## config.mk

```make
export PLATFORM = sky130hd
export DESIGN_NAME = one_shot_deadline_timer
export DESIGN_NICKNAME = d
export VERILOG_FILES = /design/src/design/otd_pkg.sv /design/src/design/otd_cfg.sv /design/src/design/otd_core.sv /design/src/design/one_shot_deadline_timer.sv
export VERILOG_INCLUDE_DIRS = /design/src /design/src/design
export SDC_FILE = /design/constraint.sdc
export NUM_CORES = 2
export LEC_CHECK = 0
export BUFFER_PORTS_ARGS = -buffer_cell sky130_fd_sc_hd__buf_2
export CORE_MARGIN = 4
export CORE_UTILIZATION = 35
export CTS_CLUSTER_SIZE = 10
export DETAILED_ROUTE_END_ITERATION = 10
export MAX_ROUTING_LAYER = met4
export PLACE_DENSITY = 0.64
export SLEW_MARGIN = 20
export SYNTH_ARGS = -nofsm -noshare
export SYNTH_HDL_FRONTEND = slang
export SYNTH_SLANG_ARGS = --single-unit
```

## constraint.sdc

```tcl
create_clock -name clk -period 10.35 [get_ports clk]
set_input_delay 1.035 -clock clk [delete_from_list [all_inputs] [get_ports clk]]
set_output_delay 1.035 -clock clk [all_outputs]
set_load 0.02 [all_outputs]
```

## src/design/assert_macros.svh

```systemverilog
// Assertion macros used by the timer datapath (otd_core).
`ifndef ASSERT_MACROS_SVH
`define ASSERT_MACROS_SVH
`ifndef SYNTHESIS
`define ASSERT_RST(lbl, clk, rst, prop, msg) \
  lbl: assert property (@(posedge clk) disable iff (rst) prop) else $error(msg);
`define ASSERT_ALL(lbl, clk, prop, msg) \
  lbl: assert property (@(posedge clk) prop) else $error(msg);
`else
`define ASSERT_RST(lbl, clk, rst, prop, msg)
`define ASSERT_ALL(lbl, clk, prop, msg)
`endif
`endif

```

## src/design/otd_pkg.sv

```systemverilog
// Types and constants shared by the one-shot deadline timer modules.
`default_nettype none

package otd_pkg;

  // Opcode carried in the func field of an input item.
  localparam logic FUNC_PROGRAM = 1'b0;
  localparam logic FUNC_TICK    = 1'b1;

  // Configuration register indexes.
  localparam logic REG_RESOLUTION = 1'b0;
  localparam logic REG_MAX_DELTA  = 1'b1;

  localparam int TIME_W = 64;
  localparam int CFG_W  = 32;

  // Resolution in microseconds is resolution_ns / 1000, computed as a
  // multiply by ceil(2^38 / 1000) followed by a 38-bit shift. The error term
  // stays below 1/1000 for every 32-bit input, so the quotient is exact.
  localparam int NS_PER_US   = 1000;
  localparam int RES_SHIFT   = 38;
  localparam int RECIP_W     = 29;
  localparam logic [RECIP_W-1:0] RECIP_1000 = 29'd274877907;
  localparam int RES_PROD_W  = CFG_W + RECIP_W;
  localparam int RES_W       = RES_PROD_W - RES_SHIFT;

  typedef struct packed {
    logic              func;
    logic [TIME_W-1:0] now_us;
    logic [TIME_W-1:0] target_us;
  } otd_in_t;

  typedef struct packed {
    logic              fired;
    logic              is_armed;
    logic [TIME_W-1:0] stored_deadline_us;
  } otd_out_t;

  // Settings handed from the configuration block to the datapath.
  typedef struct packed {
    logic [RES_W-1:0] res_us;
    logic [CFG_W-1:0] max_delta_us;
  } otd_cfg_t;

endpackage

`default_nettype wire

```

## src/design/otd_cfg.sv

```systemverilog
// Configuration registers of the deadline timer, with the resolution kept in microseconds.
`default_nettype none

module otd_cfg (
  input  wire logic                    clk,
  input  wire logic                    rst,
  input  wire logic                    cfg_valid,
  input  wire logic                    cfg_index,
  input  wire logic [otd_pkg::CFG_W-1:0] cfg_data,
  output otd_pkg::otd_cfg_t            cfg
);

  logic [otd_pkg::RES_PROD_W-1:0] res_prod;
  logic [otd_pkg::RES_W-1:0]      res_quot;
  logic [otd_pkg::RES_W-1:0]      res_us;
  logic [otd_pkg::CFG_W-1:0]      max_delta_us;

  // Divide the written value by 1000 on the way in and floor it at one.
  assign res_prod = otd_pkg::RES_PROD_W'(cfg_data) *
                    otd_pkg::RES_PROD_W'(otd_pkg::RECIP_1000);
  assign res_quot = res_prod[otd_pkg::RES_SHIFT +: otd_pkg::RES_W];

  always_ff @(posedge clk) begin
    if (rst) begin
      res_us       <= otd_pkg::RES_W'(1);
      max_delta_us <= otd_pkg::CFG_W'(1000000);
    end else if (cfg_valid) begin
      case (cfg_index)
        otd_pkg::REG_RESOLUTION: begin
          res_us <= (res_quot == '0) ? otd_pkg::RES_W'(1) : res_quot;
        end
        otd_pkg::REG_MAX_DELTA: begin
          max_delta_us <= cfg_data;
        end
        default: begin
        end
      endcase
    end
  end

  assign cfg.res_us       = res_us;
  assign cfg.max_delta_us = max_delta_us;

endmodule

`default_nettype wire

```

## src/design/otd_core.sv

```systemverilog
// Deadline datapath: timer state, program and tick logic, and the result register.
`default_nettype none
`include "assert_macros.svh"

module otd_core (
  input  wire logic               clk,
  input  wire logic               rst,
  input  otd_pkg::otd_cfg_t       cfg,
  input  wire logic               item_valid,
  input  otd_pkg::otd_in_t        item,
  output logic                    take,
  output logic                    out_valid,
  input  wire logic               out_stall,
  output otd_pkg::otd_out_t       out_item
);

  localparam int TW = otd_pkg::TIME_W;
  localparam int RW = otd_pkg::RES_W;

  logic          load;
  logic [TW-1:0] next_deadline;
  logic [TW-1:0] next_deadline_next;
  logic          armed;
  logic          armed_next;
  logic          fired_next;
  logic [TW-1:0] dist_raw;
  logic [TW-1:0] dist_pos;
  logic [TW-1:0] dist_min;
  logic [TW-1:0] dist_cap;
  logic [TW-1:0] max_ext;
  logic          below_res;
  logic [TW-1:0] tick_diff;
  logic          reached;

  // The result register is free when empty or when its item leaves now.
  assign take = !out_valid || !out_stall;
  assign load = item_valid && take;

  // Program path: distance to the deadline, clamped to [res, max] or zero.
  assign dist_raw  = item.target_us - item.now_us;
  assign dist_pos  = dist_raw[TW-1] ? '0 : dist_raw;
  assign below_res = (dist_pos[TW-1:RW] == '0) && (dist_pos[RW-1:0] < cfg.res_us);
  assign dist_min  = below_res ? '0 : dist_pos;
  assign max_ext   = TW'(cfg.max_delta_us);
  assign dist_cap  = (dist_min > max_ext) ? max_ext : dist_min;

  // Tick path: wrap-aware signed compare of the stored deadline against now.
  assign tick_diff = next_deadline - item.now_us;
  assign reached   = armed && ((tick_diff == '0) || tick_diff[TW-1]);

  always_comb begin
    next_deadline_next = next_deadline;
    armed_next         = armed;
    fired_next         = 1'b0;
    case (item.func)
      otd_pkg::FUNC_PROGRAM: begin
        if (item.target_us == '0) begin
          next_deadline_next = '0;
          armed_next         = 1'b0;
        end else begin
          next_deadline_next = item.now_us + dist_cap;
          armed_next         = 1'b1;
        end
      end
      otd_pkg::FUNC_TICK: begin
        if (reached) begin
          armed_next = 1'b0;
          fired_next = 1'b1;
        end
      end
      default: begin
      end
    endcase
  end

  always_ff @(posedge clk) begin
    if (rst) begin
      next_deadline <= '0;
      armed         <= 1'b0;
      out_valid     <= 1'b0;
    end else begin
      if (load) begin
        next_deadline <= next_deadline_next;
        armed         <= armed_next;
      end
      if (take) begin
        out_valid <= item_valid;
      end
    end
  end

  always_ff @(posedge clk) begin
    if (load) begin
      out_item.fired              <= fired_next;
      out_item.is_armed           <= armed_next;
      out_item.stored_deadline_us <= next_deadline_next;
    end
  end

  `ASSERT_RST(a_fire_disarms, clk, rst, out_valid && out_item.fired |-> !out_item.is_armed, "fired result still armed")
  `ASSERT_RST(a_result_tracks_state, clk, rst, $past(load) |-> out_item.is_armed == armed, "result armed flag differs from state")
  `ASSERT_RST(a_program_arms, clk, rst, load && item.func == otd_pkg::FUNC_PROGRAM && item.target_us != '0 |=> armed, "program item left the timer disarmed")
  `ASSERT_RST(a_cap_holds, clk, rst, load && item.func == otd_pkg::FUNC_PROGRAM && item.target_us != '0 |=> (next_deadline - $past(item.now_us)) <= TW'($past(cfg.max_delta_us)), "stored deadline beyond cap")
  `ASSERT_RST(a_tick_keeps_deadline, clk, rst, load && item.func == otd_pkg::FUNC_TICK |=> $stable(next_deadline), "tick changed the stored deadline")

endmodule

`default_nettype wire

```

## src/design/one_shot_deadline_timer.sv

```systemverilog
// Top level of the one-shot deadline timer: input register, configuration and datapath.
`default_nettype none

// An accepted item goes from the input register through the datapath to the result register.
// Throughput: one item per cycle unless the result channel stalls; the input register and
// the result register let a new item enter while a finished result still waits downstream.
// The rate is set by the single datapath stage that computes and updates the timer state.
// Reset (synchronous, active high) disarms the timer, clears the deadline, empties both
// registers and loads a resolution of 1000 ns and a maximum distance of 1000000 us.

module one_shot_deadline_timer (
  input  wire logic                      clk,
  input  wire logic                      rst,
  // Item channel in.
  input  wire logic                      in_valid,
  output logic                           in_stall,
  input  otd_pkg::otd_in_t               in_item,
  // Result channel out.
  output logic                           out_valid,
  input  wire logic                      out_stall,
  output otd_pkg::otd_out_t              out_item,
  // Configuration write channel.
  input  wire logic                      cfg_valid,
  output logic                           cfg_ready,
  input  wire logic                      cfg_index,
  input  wire logic [otd_pkg::CFG_W-1:0] cfg_data
);

  logic              item_valid;
  otd_pkg::otd_in_t  item;
  logic              take;
  otd_pkg::otd_cfg_t cfg;

  // Register writes complete at once; the user must send them only while idle (unchecked).
  assign cfg_ready = 1'b1;

  // The input register stalls only when it holds an item that the datapath
  // cannot take this cycle because the result register is full and stalled.
  assign in_stall = item_valid && !take;

  always_ff @(posedge clk) begin
    if (rst) begin
      item_valid <= 1'b0;
    end else if (!in_stall) begin
      item_valid <= in_valid;
    end
  end

  // The payload register needs no reset; it loads whenever a new item is accepted.
  always_ff @(posedge clk) begin
    if (in_valid && !in_stall) begin
      item <= in_item;
    end
  end

  otd_cfg u_cfg (
    .clk       (clk),
    .rst       (rst),
    .cfg_valid (cfg_valid && cfg_ready),
    .cfg_index (cfg_index),
    .cfg_data  (cfg_data),
    .cfg       (cfg)
  );

  otd_core u_core (
    .clk        (clk),
    .rst        (rst),
    .cfg        (cfg),
    .item_valid (item_valid),
    .item       (item),
    .take       (take),
    .out_valid  (out_valid),
    .out_stall  (out_stall),
    .out_item   (out_item)
  );

endmodule

`default_nettype wire
```

* Yosys cells after proc, flatten, opt, wreduce, memory -nomap -nowiden
Index checks and enable logic that the tools add are counted.
Word-level totals: register bits after elaboration 317, output and inout port bits 69, word-level logic and storage cells 47
Cells by class: add/sub/neg operators 3, multipliers 1, order comparisons 2, mux-type cells 10, bitwise operators 2, reductions and logical operators 17
Operators by type and width (count):
- 64-bit two-way mux | 4
- 64-bit logical NOT | 2
- 64-bit subtractor | 2
- 64-bit adder | 1
- 64-bit by 32-bit greater-than comparator with 1-bit output | 1
- 63-bit two-way mux | 1
- 32-bit by 29-bit multiplier with 61-bit output (second input constant) | 1
- 41-bit logical NOT | 1
- 23-bit logical NOT | 1
- 23-bit less-than comparator | 1
- 23-bit two-way mux | 1
- 1-bit logical AND | 5
- 1-bit logical NOT | 4
- 2-bit AND reduction | 2
- 1-bit two-way mux | 3
- 1-bit logical OR | 2
- 1-bit NOT | 2
- 1-bit case mux with 2 select lines | 1

* Longest topological paths before layout
depth in word-level cells 10, mapped depth 59

* By module
A second synthesis with hierarchy kept.
Unflattened totals: cell total of the unflattened synthesis 4639, area total of the unflattened synthesis 40543.9 um^2
Modules (own cells, without submodules):
- otd_core | times used 1, cells an instance 2661, area an instance 19469.9 um^2, seq. area each 3303.2 um^2
- otd_cfg | times used 1, cells an instance 1843, area an instance 17138.9 um^2, seq. area each 1101.1 um^2
- one_shot_deadline_timer | times used 1, cells an instance 135, area an instance 3935.0 um^2, seq. area each 3893.7 um^2

* Worst setup path before layout
No wires, ideal clock.
path type register to register, start register item[65] (netlist name), end register u_core.out_item[63] (netlist name), setup time 0.256 ns, data arrival time 10.647 ns, required time 10.094 ns, setup slack -0.553 ns, cell stages (with the launch flop) 57, buffers on the path 4, cells stage by stage edfxtp_1 inv_1 ha_1 nor2b_1 o31a_1 a21o_1 o2111ai_1 a31oi_1 o21a_1 or4b_1 nand3_1 clkbuf_1 nor2_1 ha_1 a21o_1 a21o_1 a21oi_1 o21ai_0 (+21 left out) or2_2 clkbuf_1 clkbuf_1 nand2_1 mux2i_1 ha_1 a211oi_1 o21bai_1 o41ai_1 nand2_1 a41o_1 a221oi_1 a31o_2 o21ai_0 o41ai_1 o21ai_0 xor2_1 a22o_1
Between the ends: longest elaborated chain between the ends 10, elaborated cells on any way between the ends 11, those cells by class 2 x add/sub; 2 x order compare; 5 x mux; 2 x reduce/logical
RTL lines:
- 64-bit subtractor | RTL line otd_core.sv:40 | assign dist_raw = item.target_us - item.now_us;
- 63-bit two-way mux | RTL line otd_core.sv:41 | assign dist_pos = dist_raw[TW-1] ? '0 : dist_raw;
- 23-bit less-than comparator or 41-bit logical NOT (tied branches) | RTL line otd_core.sv:42 | assign below_res = (dist_pos[TW-1:RW] == '0) && (dist_pos[RW-1:0] < cfg.res_us);
- 1-bit logical AND | RTL line otd_core.sv:42
- 64-bit two-way mux | RTL line otd_core.sv:43 | assign dist_min = below_res ? '0 : dist_pos;
- 64-bit by 32-bit greater-than comparator with 1-bit output | RTL line otd_core.sv:45 | assign dist_cap = (dist_min > max_ext) ? max_ext : dist_min;
- 64-bit two-way mux | RTL line otd_core.sv:45
- 64-bit adder (*) | RTL line otd_core.sv:61 | next_deadline_next = item.now_us + dist_cap;
- 64-bit two-way mux (*) | RTL line otd_core.sv:57 | if (item.target_us == '0) begin
- 64-bit two-way mux (*) | RTL line otd_core.sv:55 | case (item.func)
- net u_core.next_deadline_next[63] | RTL line otd_core.sv:22 | logic [TW-1:0] next_deadline_next;
Mark *: on every way through the listed nets, which the timed path passes. The rest lies on a longest branch. A chain may end at the register's enable or synchronous reset.

* Worst setup path in the final report
start register item[70] (netlist name), end register u_core.out_item[62] (netlist name)
Between the ends: longest elaborated chain between the ends 10, elaborated cells on any way between the ends 11, those cells by class 2 x add/sub; 2 x order compare; 5 x mux; 2 x reduce/logical
RTL lines (RTL line):
- 64-bit subtractor | otd_core.sv:40
- 63-bit two-way mux | otd_core.sv:41
- 23-bit less-than comparator or 41-bit logical NOT (tied branches) | otd_core.sv:42
- 1-bit logical AND | otd_core.sv:42
- 64-bit two-way mux | otd_core.sv:43
- 64-bit by 32-bit greater-than comparator with 1-bit output | otd_core.sv:45
- 64-bit two-way mux | otd_core.sv:45
- 64-bit adder (*) | otd_core.sv:61
- 64-bit two-way mux (*) | otd_core.sv:57
- 64-bit two-way mux (*) | otd_core.sv:55
- net u_core.next_deadline_next[62] | otd_core.sv:22
Marked as above.

==> impl_metrics.env <==
export IMPL_status="finished with violations"
export IMPL_violations="negative setup slack"
export IMPL_start_util_pct=35.5
export IMPL_clk_pin_slew_ps=60
export IMPL_yosysWarnings=0
export IMPL_dp_cells=6611
export IMPL_postPlaceCellArea_um2=46300
export IMPL_synthCells=4448
export IMPL_ios=236
export IMPL_period_share_pct=103
export IMPL_leakage_nw=23.9
export IMPL_port_buffers=234
export IMPL_antenna_found_initial=11
export IMPL_cts_buffers=40
export IMPL_drc_errors=0
export IMPL_coreArea_um2=111000
export IMPL_drv_cap=0
export IMPL_vias=36100
export IMPL_synth_edf_count=195
export IMPL_fin_ws_ps=-361
export IMPL_globalplace_congestion=1.02
export IMPL_route_detailed_wl_per_inst_um=22.5
export IMPL_r2r_start="item[70]$_DFFE_PP_"
export IMPL_yosysTopAreaCellShare_pct=20.4
export IMPL_overflow=0
export IMPL_instances_no_fill=6773
export IMPL_skew_ps=32.1
export IMPL_dieArea_um2=118000
export IMPL_grt_util_met3_pct=3.30
export IMPL_clk_latency_ps=590
export IMPL_avgViaCountPerCell=5.33
export IMPL_met2_usage_pct=40.1
export IMPL_die_y_um=344
export IMPL_ys_seq_elements=317
export IMPL_synthFlopType="edfxtp_1"
export IMPL_ys_seq_area_share_pct=21.0
export IMPL_peakVddDrop_uv=398
export IMPL_worstHoldEndpoint="u_cfg.res_us[20]$_SDFFE_PP0P_"
export IMPL_cp_common_cell="o21a_1"
export IMPL_reg2reg_to="u_core.out_item[62]$_DFFE_PP_"
export IMPL_place_worst_setup_slack_ps=-1450
export IMPL_rsz0062_at_grt="true"
export IMPL_crit_fanout=7
export IMPL_slew_limit_headroom_pct=30.4
export IMPL_cts_buffer_depth=3
export IMPL_grt_pass1_vias=35900
export IMPL_fmaxAchievable_mhz=93.4
export IMPL_rrSetupSlack_ps=-360
export IMPL_drv_slew=0
export IMPL_ys_async_sr_fraction_pct=0
export IMPL_final_nets=6361
export IMPL_syn_area_um2=39500
export IMPL_start_kind="flop"
export IMPL_total_power_mw=12.8
export IMPL_die_w_um=344
export IMPL_use_met1_pct=35.6
export IMPL_fin_util_pct=45.0
export IMPL_grt_max_degree=81
export IMPL_cts_root_buf="clkbuf_16"
export IMPL_ys_types=98
export IMPL_max_stage_delay_ps=550
export IMPL_drive_gt1_share_pct=23.0
export IMPL_crit_type="flop to flop"
export IMPL_routed_wl_um=152000
export IMPL_cp_required_ps=10690
export IMPL_ant_nets=0
export IMPL_period_needed_ps=10710
export IMPL_first_iter_violations=2770
export IMPL_rows=122
export IMPL_dpl_hpwl_um=125000
export IMPL_yosys_area_top_type="ha_1"
export IMPL_track_usage_pct=25.9
export IMPL_hold_violations=0
export IMPL_holdBufCountCts=0
export IMPL_slowest_stage="or4b_4"
export IMPL_grt_busiest_layer="met2"
export IMPL_arrival_ps=11050
export IMPL_reg2reg_depth=58
export IMPL_dr_pass1_iters=5
export IMPL_area_growth_pct=26.8
export IMPL_end_kind="flop"
export IMPL_synth_area_leaders="ha_1, fa_1, edfxtp_1, inv_1, dfxtp_1"
export IMPL_final_design_area_no_fill_um2=50000
export IMPL_hp_start="u_cfg.res_us[20]$_SDFFE_PP0P_"
export IMPL_setup_viol=35
export IMPL_power_per_cell_area_nw_per_um2=255
export IMPL_tightest_slew_ps=1030
export IMPL_min_path_cells=2
export IMPL_syn_avg_cell_area_um2=8.87
export IMPL_grt_pass1_wl_um=225000
export IMPL_cts_sinks=317
export IMPL_htree_levels=2
export IMPL_hp_class="flop to flop"
export IMPL_cts_tree="done"
-- worst max-delay path, delay by kind of cell, from the launching register on --
kind,cells,cell delay (ps)
AO/OA/AOI/OAI,29,4830
XOR/XNOR,1,140
adder cells (fa/ha/maj),4,1060
buffers and inverters,6,960
flip-flops,1,380
multiplexers,1,70
AND/OR/NAND/NOR,17,2980
-- layer usage --
layer  up-vias  share of wire, %
met2      1156                45
met5         -                 0
met3       192               6.1
met4         0               3.4
li1      17100                 -
met1     17600                46
-- worst max path at each step --
| stage | from | endpoint | slack, ps | cells after the start |
|---|---|---|---|---|
| after floorplan | item[65]$_DFFE_PP_ | u_core.out_item[62]$_DFFE_PP_ | 50 | 58 |
| after global placement | item[76]$_DFFE_PP_ | u_core.out_item[62]$_DFFE_PP_ | -1160 | 53 |
| after detailed placement | item[76]$_DFFE_PP_ | u_core.out_item[62]$_DFFE_PP_ | -1450 | 53 |
| after CTS | item[1]$_DFFE_PP_ | u_core.out_item[63]$_DFFE_PP_ | -280 | 55 |
| after global routing | item[102]$_DFFE_PP_ | u_core.out_item[62]$_DFFE_PP_ | -810 | 56 |
| final | item[70]$_DFFE_PP_ | u_core.out_item[62]$_DFFE_PP_ | -360 | 58 |
-- cell usage after synthesis, drive strengths merged, types with 11 or more instances --
| master | number |
|---|---|
| o41ai | 11 |
| nand2 | 432 |
| or3 | 20 |
| clkbuf | 121 |
| a2111oi | 12 |
| nor2 | 232 |
| nand2b | 28 |
| a21o | 102 |
| a21oi | 365 |
| ha | 643 |
| o21ai | 174 |
| dfxtp | 122 |
| and2 | 33 |
| mux2i | 32 |
| nand3 | 58 |
| a221oi | 11 |
| a211oi | 36 |
| edfxtp | 195 |
| o21a | 46 |
| nand4 | 77 |
| xor2 | 69 |
| o31ai | 12 |
| o21bai | 38 |
| and3 | 27 |
| fa | 301 |
| o211ai | 30 |
| a31oi | 32 |
| inv | 685 |
| a22o | 65 |
| xnor2 | 85 |
| nor2b | 43 |
| or2 | 14 |
| o221ai | 12 |
| nor4 | 39 |
| nor3 | 53 |
| a21boi | 11 |
| buf | 24 |
-- logic make-up (layout without fill, tap and decap cells) --
logic type,after synthesis,count (layout),share of synthesized area (%)
muxes,34,34,0.869
xor gates and xnor gates,154,154,3.42
buffers and inverters,830,1632,7.98
and+or+nand+nor,1097,1097,13.1
DFF,317,317,21.0
adders and majority gates,944,944,35.7
AOI/OAI and AO/OA,1070,1070,17.9
other,2,37,0.0190
-- cells in the final DEF (no fill, tap or decap), drive strengths merged, types with 12 or more instances in the layout --
| cell type | synthesis | final |
|---|---|---|
| a2111oi | 12 | 12 |
| nor2 | 232 | 232 |
| and3 | 27 | 27 |
| o221ai | 12 | 12 |
| or3 | 20 | 20 |
| buf | 24 | 874 |
| edfxtp | 195 | 195 |
| o21a | 46 | 46 |
| nand2b | 28 | 28 |
| nor3 | 53 | 53 |
| o31ai | 12 | 12 |
| dfxtp | 122 | 122 |
| o21bai | 38 | 38 |
| nand4 | 77 | 77 |
| o211ai | 30 | 30 |
| a31oi | 32 | 32 |
| ha | 643 | 643 |
| o21ai | 174 | 174 |
| nor2b | 43 | 43 |
| conb | 2 | 32 |
| and2 | 33 | 33 |
| xnor2 | 85 | 85 |
| clkbuf | 121 | 67 |
| a21o | 102 | 102 |
| nand3 | 58 | 58 |
| nand2 | 432 | 432 |
| a21oi | 365 | 365 |
| inv | 685 | 685 |
| a22o | 65 | 65 |
| xor2 | 69 | 69 |
| a211oi | 36 | 36 |
| mux2i | 32 | 32 |
| fa | 301 | 301 |
| or2 | 14 | 14 |
| nor4 | 39 | 39 |
-- final cells by class --
class / count / area, um2
antenna: 5 / 12.5
clock buffer: 66 / 1170
clock inverter: 6 / 93.8
fill: 10900 / 61300
inverter: 685 / 2570
multi-input combinational: 3331 / 29800
sequential: 317 / 8300
tap: 1488 / 1860
timing repair buffer: 875 / 6260
-- metrics by stage --
| step | setup TNS, ps | hold WS [ps] |
|---|---|---|
| after floorplan | 0 | 432 |
| final | -6060 | 454 |
| after global routing | -35730 | 475 |
| after CTS | -2240 | 455 |
| after detailed placement | -73590 | 448 |
| after global placement | -47690 | 446 |
-- report_power, final --
part	internal [mW]	switching [mW]	leakage, nW
registers	1.46	0.0711	2.89
clock network	0.822	0.573	0.606
logic	4.17	5.67	20.4
total	6.45	6.31	23.9
-- sequential cells by signal (all words and copies together), names as in the netlist --
signal                count
u_cfg.max_delta_us       32
u_core.out_item          66
u_cfg.res_us             23
item_valid                1
u_core.armed              1
u_core.out_valid          1
u_core.next_deadline     64
item                    129
-- repair_timing --
item | in CTS | in global routing
hold endpoints to repair | 0 | 0
gates resized for setup | 186 | 176
setup endpoints to repair | 106 | 105
setup buffers | 54 | 39
pin swaps | 56 | 106
gates cloned | 2 | 1
(Power assumes the default switching activity.)
